[config.mk]
export PLATFORM = sky130hd
export DESIGN_NAME = sbwr_front
export DESIGN_NICKNAME = d
export VERILOG_FILES = /design/src/sbwr_pkg.sv /design/src/sbwr_div.sv /design/src/sbwr_front.sv
export SDC_FILE = /design/constraint.sdc
export NUM_CORES = 1
export LEC_CHECK = 0
export BUFFER_PORTS_ARGS = -buffer_cell sky130_fd_sc_hd__buf_2
export CAP_MARGIN = 25
export CORE_ASPECT_RATIO = 1.5
export CORE_MARGIN = 2
export CORE_UTILIZATION = 50
export CTS_BUF_LIST = sky130_fd_sc_hd__clkbuf_4 sky130_fd_sc_hd__clkbuf_8 sky130_fd_sc_hd__clkbuf_16
export DETAILED_ROUTE_END_ITERATION = 10
export GPL_ROUTABILITY_DRIVEN = 0
export PLACE_DENSITY = 0.71
export SLEW_MARGIN = 10
export SYNTH_ARGS = -nofsm -noshare
export SYNTH_HDL_FRONTEND = slang
export SYNTH_SLANG_ARGS = --single-unit
[constraint.sdc]
create_clock -name clk -period 4.6 [get_ports clk]
set_input_delay 0.46 -clock clk [delete_from_list [all_inputs] [get_ports clk]]
set_output_delay 0.46 -clock clk [all_outputs]
set_load 0.02 [all_outputs]
[src/sbwr_pkg.sv]
`timescale 1ns / 1ps
package sbwr_pkg;

  localparam int SAMPLE_BITS    = 24;
  localparam int GAIN_BITS      = 16;
  localparam int GAIN_FRAC_BITS = 14;
  localparam int RAMP_EXTRA     = 29 - GAIN_FRAC_BITS;
  localparam int RAMP_BITS      = 32;
  localparam int LEN_BITS       = 13;
  localparam int POS_BITS       = 12;
  localparam int MAX_FRAMES     = 4096;
  localparam int FPB_RESET      = 1024;

  // Ramp differences reach 2^30 in magnitude, so the quotient has 31 bits.
  localparam int DIV_STEPS      = 31;
  localparam int DIV_CNT_BITS   = $clog2(DIV_STEPS);

  localparam int FIFO_DEPTH     = 4;
  localparam int FIFO_PTR_BITS  = $clog2(FIFO_DEPTH);

  typedef logic signed [SAMPLE_BITS-1:0] sample_t;
  typedef logic signed [GAIN_BITS-1:0]   gain_t;
  typedef logic signed [RAMP_BITS-1:0]   ramp_t;
  typedef logic [LEN_BITS-1:0]           len_t;

  localparam gain_t GAIN_ONE = gain_t'(1 << GAIN_FRAC_BITS);
  localparam ramp_t RAMP_ONE = ramp_t'(1 << (GAIN_FRAC_BITS + RAMP_EXTRA));

  // One frame handed from the gain generator to the mixing datapath.
  typedef struct packed {
    sample_t left;
    sample_t right;
    gain_t   bal;
    gain_t   wid;
  } frame_t;

  typedef enum logic [1:0] {
    FR_IDLE,
    FR_DIV,
    FR_PUSH
  } front_state_t;

endpackage

[src/sbwr_div.sv]
`timescale 1ns / 1ps
module sbwr_div
  import sbwr_pkg::*;
(
  input  logic  clk,
  input  logic  rst_n,
  input  logic  start,
  input  ramp_t dividend,
  input  len_t  divisor,
  output logic  done,
  output ramp_t quotient
);

  logic                    busy_r;
  logic                    done_r;
  logic [DIV_CNT_BITS-1:0] cnt_r;
  logic [DIV_STEPS-1:0]    quo_r;
  logic [LEN_BITS-1:0]     rem_r;
  logic [LEN_BITS-1:0]     den_r;
  logic                    neg_r;

  logic [DIV_STEPS-1:0]    mag;
  logic [LEN_BITS:0]       trial;
  logic                    ge;
  logic [LEN_BITS-1:0]     rem_nxt;

  // Sign and magnitude, so the quotient truncates toward zero.
  assign mag     = dividend[RAMP_BITS-1] ? DIV_STEPS'(-dividend) : dividend[DIV_STEPS-1:0];
  assign trial   = {rem_r, quo_r[DIV_STEPS-1]};
  assign ge      = trial >= {1'b0, den_r};
  assign rem_nxt = ge ? LEN_BITS'(trial - {1'b0, den_r}) : trial[LEN_BITS-1:0];

  always_ff @(posedge clk) begin
    if (!rst_n) begin
      busy_r <= 1'b0;
      done_r <= 1'b0;
      cnt_r  <= '0;
    end else begin
      done_r <= 1'b0;
      if (start) begin
        busy_r <= 1'b1;
        cnt_r  <= '0;
      end else if (busy_r) begin
        cnt_r <= cnt_r + 1'b1;
        if (cnt_r == DIV_CNT_BITS'(DIV_STEPS - 1)) begin
          busy_r <= 1'b0;
          done_r <= 1'b1;
        end
      end
    end
  end

  always_ff @(posedge clk) begin
    if (start) begin
      quo_r <= mag;
      rem_r <= '0;
      den_r <= divisor;
      neg_r <= dividend[RAMP_BITS-1];
    end else if (busy_r) begin
      quo_r <= {quo_r[DIV_STEPS-2:0], ge};
      rem_r <= rem_nxt;
    end
  end

  assign done     = done_r;
  assign quotient = neg_r ? -$signed({1'b0, quo_r}) : $signed({1'b0, quo_r});

endmodule

[src/sbwr_front.sv]
`timescale 1ns / 1ps
module sbwr_front
  import sbwr_pkg::*;
(
  input  logic    clk,
  input  logic    rst_n,
  input  len_t    frames_per_buffer,
  input  logic    in_valid,
  output logic    in_ready,
  input  sample_t left_in,
  input  sample_t right_in,
  input  gain_t   target_balance,
  input  gain_t   target_width,
  input  logic    fading_out,
  output logic    push,
  output frame_t  push_data,
  input  logic    full
);

  front_state_t        state_r, state_nxt;
  logic [POS_BITS-1:0] pos_r;
  gain_t               prev_bal_r, prev_wid_r;
  ramp_t               step_bal_r, step_wid_r;
  ramp_t               now_bal_r, now_wid_r;
  sample_t             hold_l_r, hold_r_r;
  gain_t               tgt_bal_r, tgt_wid_r;

  len_t    n_len;
  logic    accept, first, last, process;
  gain_t   tb, tw;
  ramp_t   d_bal, d_wid, q_bal, q_wid;
  logic    done_bal, done_wid;
  gain_t   g_bal, g_wid;
  ramp_t   adv_bal, adv_wid;

  function automatic gain_t clamp_target(input gain_t v);
    if (v > GAIN_ONE) begin
      return GAIN_ONE;
    end else if (v < -GAIN_ONE) begin
      return -GAIN_ONE;
    end
    return v;
  endfunction

  // Round half up to whole gain steps, then clamp to plus or minus one.
  function automatic gain_t ramp_gain(input ramp_t now);
    logic signed [RAMP_BITS:0]               rn;
    logic signed [RAMP_BITS-RAMP_EXTRA:0]    g;
    rn = (RAMP_BITS+1)'(now) + (RAMP_BITS+1)'(1 << (RAMP_EXTRA - 1));
    g  = rn[RAMP_BITS:RAMP_EXTRA];
    if (g > (RAMP_BITS-RAMP_EXTRA+1)'(GAIN_ONE)) begin
      return GAIN_ONE;
    end else if (g < -(RAMP_BITS-RAMP_EXTRA+1)'(GAIN_ONE)) begin
      return -GAIN_ONE;
    end
    return GAIN_BITS'(g);
  endfunction

  function automatic ramp_t advance(input ramp_t now, input ramp_t step);
    logic signed [RAMP_BITS:0] s;
    s = (RAMP_BITS+1)'(now) + (RAMP_BITS+1)'(step);
    if (s > (RAMP_BITS+1)'(RAMP_ONE)) begin
      return RAMP_ONE;
    end else if (s < -(RAMP_BITS+1)'(RAMP_ONE)) begin
      return -RAMP_ONE;
    end
    return RAMP_BITS'(s);
  endfunction

  always_comb begin
    if (frames_per_buffer == '0) begin
      n_len = len_t'(1);
    end else if (frames_per_buffer > len_t'(MAX_FRAMES)) begin
      n_len = len_t'(MAX_FRAMES);
    end else begin
      n_len = frames_per_buffer;
    end
  end

  assign in_ready = (state_r == FR_IDLE) && !full;
  assign accept   = in_valid && in_ready;
  assign first    = (pos_r == '0);
  assign last     = (LEN_BITS'(pos_r) + len_t'(1)) >= n_len;

  assign tb = fading_out ? '0 : clamp_target(target_balance);
  assign tw = fading_out ? '0 : clamp_target(target_width);

  assign d_bal = (RAMP_BITS'(tb) - RAMP_BITS'(prev_bal_r)) <<< RAMP_EXTRA;
  assign d_wid = (RAMP_BITS'(tw) - RAMP_BITS'(prev_wid_r)) <<< RAMP_EXTRA;

  sbwr_div u_div_bal (
    .clk      (clk),
    .rst_n    (rst_n),
    .start    (accept && first),
    .dividend (d_bal),
    .divisor  (n_len),
    .done     (done_bal),
    .quotient (q_bal)
  );

  sbwr_div u_div_wid (
    .clk      (clk),
    .rst_n    (rst_n),
    .start    (accept && first),
    .dividend (d_wid),
    .divisor  (n_len),
    .done     (done_wid),
    .quotient (q_wid)
  );

  assign g_bal   = last ? prev_bal_r : ramp_gain(now_bal_r);
  assign g_wid   = last ? prev_wid_r : ramp_gain(now_wid_r);
  assign adv_bal = advance(now_bal_r, step_bal_r);
  assign adv_wid = advance(now_wid_r, step_wid_r);

  assign process = ((state_r == FR_IDLE) && accept && !first) ||
                   ((state_r == FR_PUSH) && !full);

  always_comb begin
    push            = process;
    push_data.left  = (state_r == FR_PUSH) ? hold_l_r : left_in;
    push_data.right = (state_r == FR_PUSH) ? hold_r_r : right_in;
    push_data.bal   = g_bal;
    push_data.wid   = g_wid;
    state_nxt       = state_r;
    case (state_r)
      FR_IDLE: begin
        if (accept && first) begin
          state_nxt = FR_DIV;
        end
      end
      FR_DIV: begin
        if (done_bal && done_wid) begin
          state_nxt = FR_PUSH;
        end
      end
      FR_PUSH: begin
        if (!full) begin
          state_nxt = FR_IDLE;
        end
      end
      default: begin
        state_nxt = FR_IDLE;
      end
    endcase
  end

  always_ff @(posedge clk) begin
    if (!rst_n) begin
      state_r    <= FR_IDLE;
      pos_r      <= '0;
      prev_bal_r <= '0;
      prev_wid_r <= '0;
      step_bal_r <= '0;
      step_wid_r <= '0;
      now_bal_r  <= '0;
      now_wid_r  <= '0;
    end else begin
      state_r <= state_nxt;
      if ((state_r == FR_DIV) && done_bal && done_wid) begin
        step_bal_r <= q_bal;
        step_wid_r <= q_wid;
        now_bal_r  <= (RAMP_BITS'(prev_bal_r) <<< RAMP_EXTRA) + q_bal;
        now_wid_r  <= (RAMP_BITS'(prev_wid_r) <<< RAMP_EXTRA) + q_wid;
        prev_bal_r <= tgt_bal_r;
        prev_wid_r <= tgt_wid_r;
      end else if (process) begin
        if (last) begin
          pos_r <= '0;
        end else begin
          pos_r     <= pos_r + 1'b1;
          now_bal_r <= adv_bal;
          now_wid_r <= adv_wid;
        end
      end
    end
  end

  always_ff @(posedge clk) begin
    if (accept && first) begin
      hold_l_r  <= left_in;
      hold_r_r  <= right_in;
      tgt_bal_r <= tb;
      tgt_wid_r <= tw;
    end
  end

endmodule

==> flow_metrics.env <==
export IMPL_syn_avg_cell_area_um2=8.39
export IMPL_fillerInstances=4742
export IMPL_synth_edf_count=157
export IMPL_synth_cells=3173
export IMPL_wl_met2_mm=40.4
export IMPL_seq_area_frac_synth=0.338
export IMPL_clkSinkCount=371
export IMPL_finalInstanceArea_um2=30500
export IMPL_synthArstFlopShare=0
export IMPL_power_leakage_nw=12.3
export IMPL_drt_first_pass_iters=6
export IMPL_utilization=0.580
export IMPL_yosysTopAreaCell="edfxtp_1"
export IMPL_yosys_cell_types_count=87
export IMPL_grt_usage=0.283
export IMPL_drive_gt1_frac=0.152
export IMPL_hold_viol=0
export IMPL_dp_hpwl_mm=60.1
export IMPL_whs_path_depth=1
export IMPL_overflow=0
export IMPL_timing_fmax_ghz=0.222
export IMPL_die_area_um2=55100
export IMPL_first_global_vias=24700
export IMPL_worst_ir_drop_vdd_v=0.000309
export IMPL_path_class="reg -> reg"
export IMPL_vias_per_cell=6.09
export IMPL_wl_met3_mm=3.71
export IMPL_power_density_nw_per_um2=304
export IMPL_grt_max_degree=115
export IMPL_worst_slew_pin_slew_ns=0.974
export IMPL_met1_length_mm=30.0
export IMPL_synth_ff_type="dfxtp_1"
export IMPL_core_area_um2=52600
export IMPL_drtIter0Drc=1673
export IMPL_wire_per_inst_um=19.5
export IMPL_netlist_area_leader_share=0.177
export IMPL_worst_setup_path_start_kind="flip-flop"
export IMPL_drv_cap=0
export IMPL_cp_required_ns=5.06
export IMPL_crit_arrival_ns=4.96
export IMPL_fin_skew_ns=0.0295
export IMPL_synth_area_um2=26600
export IMPL_drc=0
export IMPL_die_w_um=192
export IMPL_reg2reg_slack_ns=0.1
export IMPL_clkTransAtPathRegs_ns=0.06
export IMPL_area_growth_pct=14.7
export IMPL_vias=24900
export IMPL_cp_max_fo=6
export IMPL_min_period_over_period=0.979
export IMPL_worstSetupEndpointType="flip-flop"
export IMPL_cts_buffer_depth=3
export IMPL_antenna_found_initial=1
export IMPL_outcome="completed"
export IMPL_clk_latency_ns=0.57
export IMPL_min_path_type="in -> reg"
export IMPL_setup_violations=0
export IMPL_num_rows=103
export IMPL_routed_wl_mm=79.6
export IMPL_dpl_cell_area_um2=28800
export IMPL_ios=180
export IMPL_nets=3655
export IMPL_yosys_top_cells_area="edfxtp_1 18%, dfxtp_1 16%, ha_1 8.4%"
export IMPL_yosysWarnings=0
export IMPL_rr_worst_depth=15
export IMPL_die_h_um=287
export IMPL_htreeDepth=2
export IMPL_finalMaxSlewViolations=0
export IMPL_relSlewSlack=0.350
export IMPL_cts_root_buf="clkbuf_16"
export IMPL_dr_max_layer_used="met4"
export IMPL_ctsHoldBuffers=0
export IMPL_min_period_ns=4.50
export IMPL_antenna_left=0
export IMPL_grt_pass1_wl_mm=125
export IMPL_cts_made_buffers=41
export IMPL_port_buffers=179
export IMPL_syn_nets=3458
export IMPL_initial_core_util=0.506
export IMPL_ys_ff_latch=371
export IMPL_cts_tree="built"
## cell usage after synthesis, drive strengths merged (19+ instances only)
| master | n |
|---|---|
| nand2 | 355 |
| nor2 | 252 |
| o21ai | 248 |
| a21oi | 222 |
| dfxtp | 214 |
| ha | 179 |
| edfxtp | 157 |
| clkbuf | 144 |
| xnor2 | 133 |
| inv | 126 |
| xor2 | 118 |
| and2 | 74 |
| nand3 | 72 |
| o31ai | 68 |
| nor3 | 57 |
| mux2 | 50 |
| a21o | 49 |
| nand4 | 49 |
| a21boi | 48 |
| nor2b | 47 |
| a211oi | 43 |
| nor3b | 43 |
| o211ai | 38 |
| or3 | 33 |
| a31oi | 32 |
| nor4 | 32 |
| mux2i | 27 |
| o21a | 23 |
| and3 | 22 |
| buf | 19 |
## layout by cell type (no fill, tap or decap), types with 56 or more instances in the layout
cell,count
nand2_1,354
nor2_1,249
o21ai_0,240
a21oi_1,216
dfxtp_1,214
buf_2,178
ha_1,177
edfxtp_1,157
buf_4,134
xnor2_1,132
inv_1,125
xor2_1,117
and2_1,72
nand3_1,68
o31ai_1,61
nor3_1,56
## final cells by class
class                           count  area [µm²]  share of cell area
Timing Repair Buffer              317        2000              0.0657
Inverter                          127         479              0.0157
Antenna cell                        1        2.50           0.0000820
Tap cell                          682         853              0.0280
Multi-Input combinational cell   2512       16800               0.550
Clock buffer                       53        1130              0.0372
Sequential cell                   371        9000               0.295
Clock inverter                     22         249             0.00816
## worst paths after layout
kind	endpoint	from
worst max-delay path	now_bal_r[31]	u_div_bal.quo_r[13]
worst min-delay path	hold_r_r[18]	right_in[18]
worst max register to register	now_bal_r[31]	u_div_bal.quo_r[13]
worst min register to register	step_wid_r[0]	step_wid_r[0]
## critical path, stage by stage, from the launching register on
cell,delay (ns)
edfxtp_1,0.39
or3_4,0.41
or3_4,0.37
or4_4,0.44
or4_4,0.45
nand2b_4,0.17
or3_4,0.40
and2_2,0.21
xor2_1,0.16
ha_1,0.38
and4_1,0.25
o31a_1,0.28
nor2_1,0.12
xnor2_1,0.09
a221oi_2,0.22
nor2b_1,0.07
## kinds of logic (layout without fill, tap and decap cells)
group / count (synthesis) / after routing / share of synthesized area
adders and majority gates: 187 / 187 / 0.0902
and+or+nand+nor: 1102 / 1102 / 0.202
other: 0 / 1 / 0
buffers and inverters: 290 / 519 / 0.0414
AOI/OAI and AO/OA: 895 / 895 / 0.214
DFF: 371 / 371 / 0.338
muxes: 77 / 77 / 0.0313
xor gates and xnor gates: 251 / 251 / 0.0826
## state kept, by name (all words and copies together) (netlist names), 24 cells and up
name / count
now_wid_r: 32
hold_r_r: 24
hold_l_r: 24
step_bal_r: 32
now_bal_r: 32
u_div_wid.quo_r: 31
step_wid_r: 32
u_div_bal.quo_r: 31
## repair_timing
action	in CTS	in global routing
endpoints found under the setup margin	2	54
gates resized for setup	2	41
pin swaps	0	10
setup buffers	0	9
## per-layer routing
layer  vias up  track usage
li1      11900            -
met1     11900        0.305
met2       805        0.519
met3       297       0.0300
met4         0        0.181
met5         -            0
## metrics by stage
step	total power, mW	hold slack (ns)	cells	setup slack [ns]	TNS (ns)
CTS	9.27	0.0578	4074	0.00846	0
detailed placement	5.86	0.470	3999	-0.523	-5.39
global route	9.68	0.0687	4085	-0.0796	-0.260
global placement	5.78	0.460	3998	-0.334	-2.82
finish	9.28	0.0777	4085	0.0987	0
floorplan	5.26	0.447	3173	0.177	0
## power by group
| part | switching, mW | internal [mW] | leakage, nW | total [mW] |
|---|---|---|---|---|
| Combinational | 1.13 | 0.885 | 8.37 | 2.02 |
| Clock | 1.44 | 1.99 | 0.691 | 3.43 |
| Sequential | 0.176 | 3.66 | 3.23 | 3.83 |
| Total | 2.75 | 6.53 | 12.3 | 9.28 |
Note: power is estimated with default switching activity, not from simulation.
