--- src/sbwr_pkg.sv ---
`timescale 1ns / 1ps
package sbwr_pkg;

  localparam int SAMPLE_BITS    = 24;
  localparam int GAIN_BITS      = 16;
  localparam int GAIN_FRAC_BITS = 14;
  localparam int RAMP_EXTRA     = 29 - GAIN_FRAC_BITS;
  localparam int RAMP_BITS      = 32;
  localparam int LEN_BITS       = 13;
  localparam int POS_BITS       = 12;
  localparam int MAX_FRAMES     = 4096;
  localparam int FPB_RESET      = 1024;

  // Ramp differences reach 2^30 in magnitude, so the quotient has 31 bits.
  localparam int DIV_STEPS      = 31;
  localparam int DIV_CNT_BITS   = $clog2(DIV_STEPS);

  localparam int FIFO_DEPTH     = 4;
  localparam int FIFO_PTR_BITS  = $clog2(FIFO_DEPTH);

  typedef logic signed [SAMPLE_BITS-1:0] sample_t;
  typedef logic signed [GAIN_BITS-1:0]   gain_t;
  typedef logic signed [RAMP_BITS-1:0]   ramp_t;
  typedef logic [LEN_BITS-1:0]           len_t;

  localparam gain_t GAIN_ONE = gain_t'(1 << GAIN_FRAC_BITS);
  localparam ramp_t RAMP_ONE = ramp_t'(1 << (GAIN_FRAC_BITS + RAMP_EXTRA));

  // One frame handed from the gain generator to the mixing datapath.
  typedef struct packed {
    sample_t left;
    sample_t right;
    gain_t   bal;
    gain_t   wid;
  } frame_t;

  typedef enum logic [1:0] {
    FR_IDLE,
    FR_DIV,
    FR_PUSH
  } front_state_t;

endpackage

--- src/sbwr_fifo.sv ---
`timescale 1ns / 1ps
module sbwr_fifo
  import sbwr_pkg::*;
(
  input  logic   clk,
  input  logic   rst_n,
  input  logic   push,
  input  frame_t push_data,
  output logic   full,
  input  logic   pop,
  output frame_t pop_data,
  output logic   empty
);

  frame_t                   mem_r [FIFO_DEPTH];
  logic [FIFO_PTR_BITS-1:0] wr_ptr_r, rd_ptr_r;
  logic [FIFO_PTR_BITS:0]   count_r;

  assign full     = (count_r == (FIFO_PTR_BITS+1)'(FIFO_DEPTH));
  assign empty    = (count_r == '0);
  assign pop_data = mem_r[rd_ptr_r];

  always_ff @(posedge clk) begin
    if (!rst_n) begin
      wr_ptr_r <= '0;
      rd_ptr_r <= '0;
      count_r  <= '0;
    end else begin
      if (push) begin
        wr_ptr_r <= wr_ptr_r + 1'b1;
      end
      if (pop) begin
        rd_ptr_r <= rd_ptr_r + 1'b1;
      end
      if (push && !pop) begin
        count_r <= count_r + 1'b1;
      end else if (pop && !push) begin
        count_r <= count_r - 1'b1;
      end
    end
  end

  always_ff @(posedge clk) begin
    if (push) begin
      mem_r[wr_ptr_r] <= push_data;
    end
  end

endmodule

--- config.mk ---
export PLATFORM = sky130hd
export DESIGN_NAME = sbwr_fifo
export DESIGN_NICKNAME = d
export VERILOG_FILES = /design/src/sbwr_pkg.sv /design/src/sbwr_fifo.sv
export SDC_FILE = /design/constraint.sdc
export NUM_CORES = 1
export LEC_CHECK = 0
export BUFFER_PORTS_ARGS = -buffer_cell sky130_fd_sc_hd__buf_2
export CAP_MARGIN = 20
export CELL_PAD_IN_SITES_DETAIL_PLACEMENT = 0
export CELL_PAD_IN_SITES_GLOBAL_PLACEMENT = 1
export CORE_MARGIN = 4
export CORE_UTILIZATION = 50
export CTS_CLUSTER_DIAMETER = 30
export DETAILED_ROUTE_END_ITERATION = 8
export GPL_TIMING_DRIVEN = 0
export PLACE_DENSITY_LB_ADDON = 0.05
export SKIP_CTS_REPAIR_TIMING = 1
export SYNTH_ARGS = -nofsm -noshare
export SYNTH_HDL_FRONTEND = slang
export SYNTH_SLANG_ARGS = --single-unit
--- constraint.sdc ---
create_clock -name clk -period 3.4 [get_ports clk]
set_clock_uncertainty 0.15 [all_clocks]
set_input_delay 0.51 -clock clk [delete_from_list [all_inputs] [get_ports clk]]
set_output_delay 0.51 -clock clk [all_outputs]
set_load 0.01 [all_outputs]
==> impl_table.tex, run 1 <==
\begin{tabular}{lr}
\hline
Metric & Value \\
\hline
\multicolumn{2}{l}{\textbf{Outcome}} \\
Outcome & completed \\
\multicolumn{2}{l}{\textbf{Final layout}} \\
Filler-free cell count of the finished design & 1064 \\
Most frequent standard cell in the layout excluding fill and tap cells & edfxtp\_1 \\
Final cell utilization of the core & 65.5\% \\
Fraction of layout instances using a drive strength above 1 & 49.1\% \\
Final net count & 786 \\
Most frequent cells in the layout & edfxtp\_1, buf\_2, mux4\_2 \\
Layout area overhead & 28.1\% \\
\multicolumn{2}{l}{\textbf{Run}} \\
Maximum Capacitance Violations & 0 \\
\multicolumn{2}{l}{\textbf{Yosys}} \\
Yosys top cell by area & edfxtp\_1 \\
Mean Syn Cell Area & 26.2 µm² \\
Cell types with the largest area share after synthesis & edfxtp\_1, mux4\_2, dfxtp\_1 \\
Post-Synthesis Cell Area & 12100 µm² \\
Synth warn & 0 \\
Count of state elements after synthesis & 329 \\
Syn nets & 551 \\
Yosys cell types & 21 \\
Synthesized netlist cell count & 461 \\
Proportion of netlist area held by the largest area contributor & 79.6\% \\
Portion of the post-synthesis area used by sequential elements & 81.1\% \\
\multicolumn{2}{l}{\textbf{Global routing}} \\
First-pass GRT wire length & 33800 µm \\
Number of global-route vias before repair & 6152 \\
Number of antenna violations at the first check in global routing & 3 \\
Pin count of the biggest net entering global routing & 45 \\
Total overflow reported by the global router & 0 \\
Total global-route track usage & 16.9\% \\
\multicolumn{2}{l}{\textbf{Place}} \\
Worst Setup Slack post-DPL & 982 ps \\
Gpl congestion & 0.747 \\
Total placed cells including tap cells & 949 \\
Placed wire-length estimate & 13200 µm \\
Port Buffers & 165 \\
\multicolumn{2}{l}{\textbf{Clock network}} \\
Clock root cell & clkbuf\_16 \\
TritonCTS Sinks & 329 \\
CTS H-Tree Depth & 2 \\
Clock slew at the register clock pins of the worst setup and hold paths & 50 ps \\
Latest clock arrival within the worst-skew pair & 540 ps \\
Bufs on Longest Clock Path & 3 \\
Clock tree from TritonCTS & built \\
Inserted Clock Buffers & 57 \\
\multicolumn{2}{l}{\textbf{Pwr}} \\
Int Power & 8.89 mW \\
Static leakage & 5.36 nW \\
Total power & 11.3 mW \\
Logic gate share of total power & 8.0\% \\
Power per cell area & 730 nW/µm² \\
Power share of the clock group & 50.3\% \\
Flop pwr share & 41.7\% \\
Net load switching power & 2.41 mW \\
Switching Fraction & 21.3\% \\
Max rail drop VDD & 0.000560 V \\
\multicolumn{2}{l}{\textbf{Timing}} \\
Setup repair after global routing missed its margin & no \\
Max Transition Viols Final & 0 \\
Upper clock frequency limit & 348 MHz \\
Final setup violation count & 0 \\
Fin crit share & 84.5\% \\
Worst-case headroom to the max-slew limit & 55.1\% \\
Setup slack of the critical path after layout & 528 ps \\
Clock period minus worst slack & 2870 ps \\
Worst-margin pin slew & 673 ps \\
Final hold violation count & 0 \\
\multicolumn{2}{l}{\textbf{Floorplan}} \\
Placeable Area & 23600 µm² \\
Standard-cell row count & 56 \\
Effective utilization at floorplan & 51.1\% \\
Die Width & 163 µm \\
Height of the die & 163 µm \\
Total die area & 26700 µm² \\
Number of I/O pins & 166 \\
\multicolumn{2}{l}{\textbf{Setup path}} \\
Arr. time, crit path & 2210 ps \\
Crit path required time & 2740 ps \\
Reg2reg setup slack & 1420 ps \\
Worst setup path class & flip-flop to output port \\
Max FO, Critical Path & 10 \\
Reg2reg start & wr\_ptr\_r[1] \\
Reg-to-reg endpoint & mem\_r[1][68] \\
Number of cells traversed by the worst register-to-register path & 4 \\
Endpoint kind of the worst setup timing path & output port \\
Kind of start point of the critical path & flip-flop \\
\multicolumn{2}{l}{\textbf{Routing}} \\
DRC & 0 \\
Total Wirelength & 22200 µm \\
Number of nets with antenna violations after detailed routing & 0 \\
Number of search-and-repair iterations in the first detailed-routing pass & 6 \\
Number of vias per cell & 5.19 \\
Total number of vias & 5521 \\
Starting DRT DRC Count & 276 \\
Wire length per cell after detailed routing & 20.9 µm \\
\multicolumn{2}{l}{\textbf{Worst hold path}} \\
Worst hold start & push\_data[17] \\
Type of the tightest min-delay check & input port to flip-flop \\
Cell count of the worst hold path & 1 \\
Terminating pin of the worst hold path & mem\_r[3][17] \\
\hline
\end{tabular}
-- Yosys cell counts, drive strengths merged --
| cell type | n |
|---|---|
| a21boi | 1 |
| and2 | 9 |
| buf | 18 |
| dfxtp | 9 |
| edfxtp | 320 |
| fa | 1 |
| ha | 5 |
| inv | 4 |
| mux2i | 2 |
| mux4 | 80 |
| nand2 | 1 |
| nor2b | 2 |
| nor3 | 1 |
| nor3b | 1 |
| o21ai | 1 |
| or3 | 1 |
| xnor2 | 2 |
| xor2 | 3 |
-- kinds of logic (layout without fill, tap and decap cells) --
kind of cell             after synthesis  in the layout  share of synthesized area [%]
XOR/XNOR                               5              5                          0.363
AND/OR/NAND/NOR                       15             15                          0.757
flip-flops                           329            329                           81.1
buffers and inverters                 22            305                           1.91
adder cells (fa/ha/maj)                6              6                          0.684
AO/OA/AOI/OAI                          2              2                          0.104
multiplexers                          82             82                           15.1
other                                  0              1                              0
-- sequential cells by signal (all words and copies together), names as in the netlist, named ones only --
signal and count:
mem_r 320, count_r 3, wr_ptr_r 2, rd_ptr_r 2
-- cell type report --
cell class	count	area, µm²
plain buffers	18	215
diodes	1	2.50
repair buffers	176	1010
inverters	4	15.0
clock inverters	42	475
well taps	319	399
clock buffers	65	1500
fillers	1615	8150
flip-flops and latches	329	9790
multi-input cells	110	2060
-- per-stage QoR --
| step | TNS [ps] | cell area (µm²) | hold slack (ps) |
|---|---|---|---|
| 2_1_floorplan | 0 | 12100 | 322 |
| 3_3_place_gp | -401160 | 13300 | 334 |
| 3_5_place_dp | 0 | 13400 | 352 |
| 4_1_cts | 0 | 15400 | -6.25 |
| 5_1_grt | 0 | 15500 | 2.28 |
| 6_report | 0 | 15500 | 26.6 |
-- layer usage --
metal | track usage [%] | vias to the layer above | routed length, µm | share of wire, %
met5 | 0 | - | 27 | 0.12
met4 | 5.45 | 4 | 506 | 2.3
met3 | 5.45 | 41 | 1460 | 6.6
met2 | 28.8 | 157 | 11400 | 51
met1 | 20.9 | 2849 | 8800 | 40
li1 | - | 2470 | - | -
-- power groups by stage --
| stage | clock (mW) | sequential [mW] | combinational [mW] |
|---|---|---|---|
| 5_1_grt | 6.01 | 4.72 | 0.981 |
| 2_1_floorplan | 0 | 4.79 | 0.545 |
| 3_3_place_gp | 0 | 4.80 | 0.885 |
| 3_5_place_dp | 0 | 4.79 | 0.919 |
| 6_report | 5.67 | 4.71 | 0.905 |
| 4_1_cts | 5.78 | 4.71 | 0.925 |
-- critical path, cell delays in order (launching register included) --
cell and delay [ps]:
dfxtp_1 300, buf_1 450, buf_2 400, mux4_2 350
buf_2 170
-- how the worst max path moves through the flow --
stage	end	cells past startpoint	from	slack, ps
finish	pop_data[5]	4	flip-flop	530
global route	pop_data[2]	4	flip-flop	330
CTS	pop_data[2]	4	flip-flop	400
detailed placement	pop_data[5]	4	flip-flop	980
global placement	mem_r[1][76]	2	push	-1270
floorplan	mem_r[0][0]	3	wr_ptr_r[0]	400
(Power assumes the default switching activity.)
==> inputs of run 2 (changes only) <==
==> constraint.sdc (replaced) <==
create_clock -name clk -period 2.72 [get_ports clk]
set_clock_uncertainty 0.15 [all_clocks]
set_input_delay 0.408 -clock clk [delete_from_list [all_inputs] [get_ports clk]]
set_output_delay 0.408 -clock clk [all_outputs]
set_load 0.01 [all_outputs]
==> run 2 against run 1 <==
Net effect: global-route usage is 0.27 points lower; hold slack better by 2.6 ps; routed wire length is 0.71% higher; cell area is 4.3% higher; via count is 5.6% higher.
==> impl_table.tex, run 2 (synthesis gave the netlist of run 1 again) <==
\begin{tabular}{lr}
\hline
Metric & Value \\
\hline
\multicolumn{2}{l}{\textbf{Outcome}} \\
Outcome & completed \\
\multicolumn{2}{l}{\textbf{Clock network}} \\
TritonCTS Sinks & 329 \\
Clock root cell & clkbuf\_16 \\
Inserted Clock Buffers & 57 \\
Clock slew at the register clock pins of the worst setup and hold paths & 40 ps \\
Clock tree from TritonCTS & built \\
Latest clock arrival within the worst-skew pair & 540 ps \\
CTS H-Tree Depth & 2 \\
Bufs on Longest Clock Path & 3 \\
\multicolumn{2}{l}{\textbf{Pwr}} \\
Power per cell area & 871 nW/µm² \\
Max rail drop VDD & 0.000632 V \\
Static leakage & 5.67 nW \\
\multicolumn{2}{l}{\textbf{Final layout}} \\
Largest regs & mem\_r: 320 flops, count\_r: 3 flops \\
Number of antenna cells inserted & 0 \\
Most frequent standard cell in the layout excluding fill and tap cells & edfxtp\_1 \\
Filler instances & 1536 \\
Number of flip-flops in the largest register & 320 \\
Most frequent cells in the layout & edfxtp\_1, buf\_2, mux4\_2, dlygate4sd3\_1, clkbuf\_16 \\
Final net count & 858 \\
Register name with the most flops & mem\_r \\
Area of all placed cells without fillers & 16100 µm² \\
Fraction of layout instances using a drive strength above 1 & 43.8\% \\
Layout area overhead & 33.6\% \\
\multicolumn{2}{l}{\textbf{Setup path}} \\
Worst setup path class & flip-flop to output port \\
Ordered cell list for the critical path & buf\_6, buf\_12, mux4\_2, buf\_2 \\
Endpoint kind of the worst setup timing path & output port \\
Max FO, Critical Path & 10 \\
Max stage delay cell, worst path & mux4\_2 \\
Kind of start point of the critical path & flip-flop \\
Worst path max stage delay & 530 ps \\
Arr. time, crit path & 1970 ps \\
Crit path required time & 2160 ps \\
\multicolumn{2}{l}{\textbf{Place}} \\
Area post-placement & 13400 µm² \\
Placed wire-length estimate & 12800 µm \\
Worst Setup Slack post-DPL & 417 ps \\
Port Buffers & 165 \\
Gpl congestion & 0.681 \\
\multicolumn{2}{l}{\textbf{Timing}} \\
Setup repair after global routing missed its margin & no \\
Worst-case hold slack & 29.3 ps \\
Worst-case headroom to the max-slew limit & 54.0\% \\
Final hold violation count & 0 \\
Final setup violation count & 0 \\
Setup slack of the critical path after layout & 192 ps \\
Clock period minus worst slack & 2530 ps \\
Upper clock frequency limit & 396 MHz \\
Setup TNS Final & 0 ps \\
Worst-margin pin slew & 690 ps \\
Max Transition Viols Final & 0 \\
Fin crit share & 92.9\% \\
\multicolumn{2}{l}{\textbf{Global routing}} \\
Pin count of the biggest net entering global routing & 47 \\
Number of global-route vias before repair & 6033 \\
Number of antenna violations at the first check in global routing & 1 \\
Total global-route track usage & 16.7\% \\
First-pass GRT wire length & 33500 µm \\
Total overflow reported by the global router & 0 \\
\multicolumn{2}{l}{\textbf{Run}} \\
Maximum Capacitance Violations & 0 \\
\multicolumn{2}{l}{\textbf{Worst hold path}} \\
Type of the tightest min-delay check & input port to flip-flop \\
\multicolumn{2}{l}{\textbf{Floorplan}} \\
Total die area & 26700 µm² \\
Placeable Area & 23600 µm² \\
Height of the die & 163 µm \\
Standard-cell row count & 56 \\
Effective utilization at floorplan & 51.1\% \\
Die Width & 163 µm \\
Number of I/O pins & 166 \\
\multicolumn{2}{l}{\textbf{Routing}} \\
Total number of vias & 5829 \\
Number of vias per cell & 5.16 \\
DRC & 0 \\
Number of search-and-repair iterations in the first detailed-routing pass & 4 \\
Wire length per cell after detailed routing & 19.8 µm \\
Number of nets with antenna violations after detailed routing & 0 \\
Starting DRT DRC Count & 311 \\
Total Wirelength & 22400 µm \\
\hline
\end{tabular}
[run 2: layout make-up]
| class | instances | area [µm²] | area share, % |
|---|---|---|---|
| Clock inverter | 35 | 408 | 2.53 |
| Sequential cell | 329 | 9790 | 60.7 |
| Clock buffer | 67 | 1510 | 9.34 |
| Multi-Input combinational cell | 110 | 2060 | 12.8 |
| Buffer | 17 | 211 | 1.31 |
| Inverter | 4 | 15.0 | 0.0931 |
| Tap cell | 319 | 399 | 2.47 |
| Timing Repair Buffer | 249 | 1740 | 10.8 |
[run 2: power by group]
part           switching [mW]  internal (mW)
clock network            2.18           4.75
registers              0.0609           5.84
logic                   0.600          0.615
[run 2: path summary, 6_finish.rpt]
check | endpoint | slack [ps] | from | cells after the start
max reg2reg | mem_r[0][25] | 700 | wr_ptr_r[0] | 4
min reg2reg | count_r[2] | 400 | count_r[2] | 2
min | flip-flop | 30 | rst_n | 2
max | pop_data[79] | 190 | flip-flop | 4
[run 2: metal layers]
| layer | global-route usage (%) | routed length, µm | vias up |
|---|---|---|---|
| met3 | 4.57 | 1310 | 41 |
| met2 | 27.6 | 11300 | 157 |
| met5 | 0 | 12 | - |
| met4 | 5.07 | 416 | 2 |
| met1 | 21.9 | 9330 | 3006 |
| li1 | - | - | 2623 |
[run 2: critical path, delay by kind of cell (launching register included)]
family	cells	cell delay, ps
buffers and inverters	3	580
DFF	1	310
muxes	1	530
[run 2: through the flow]
stage               utilization [%]  total power [mW]  cells
CTS                            64.9              14.1   1051
detailed placement             56.8              7.14    949
floorplan                         -              6.66    461
global placement               56.3              7.09    945
global route                   68.3              14.6   1130
finish                         68.3              14.0   1130
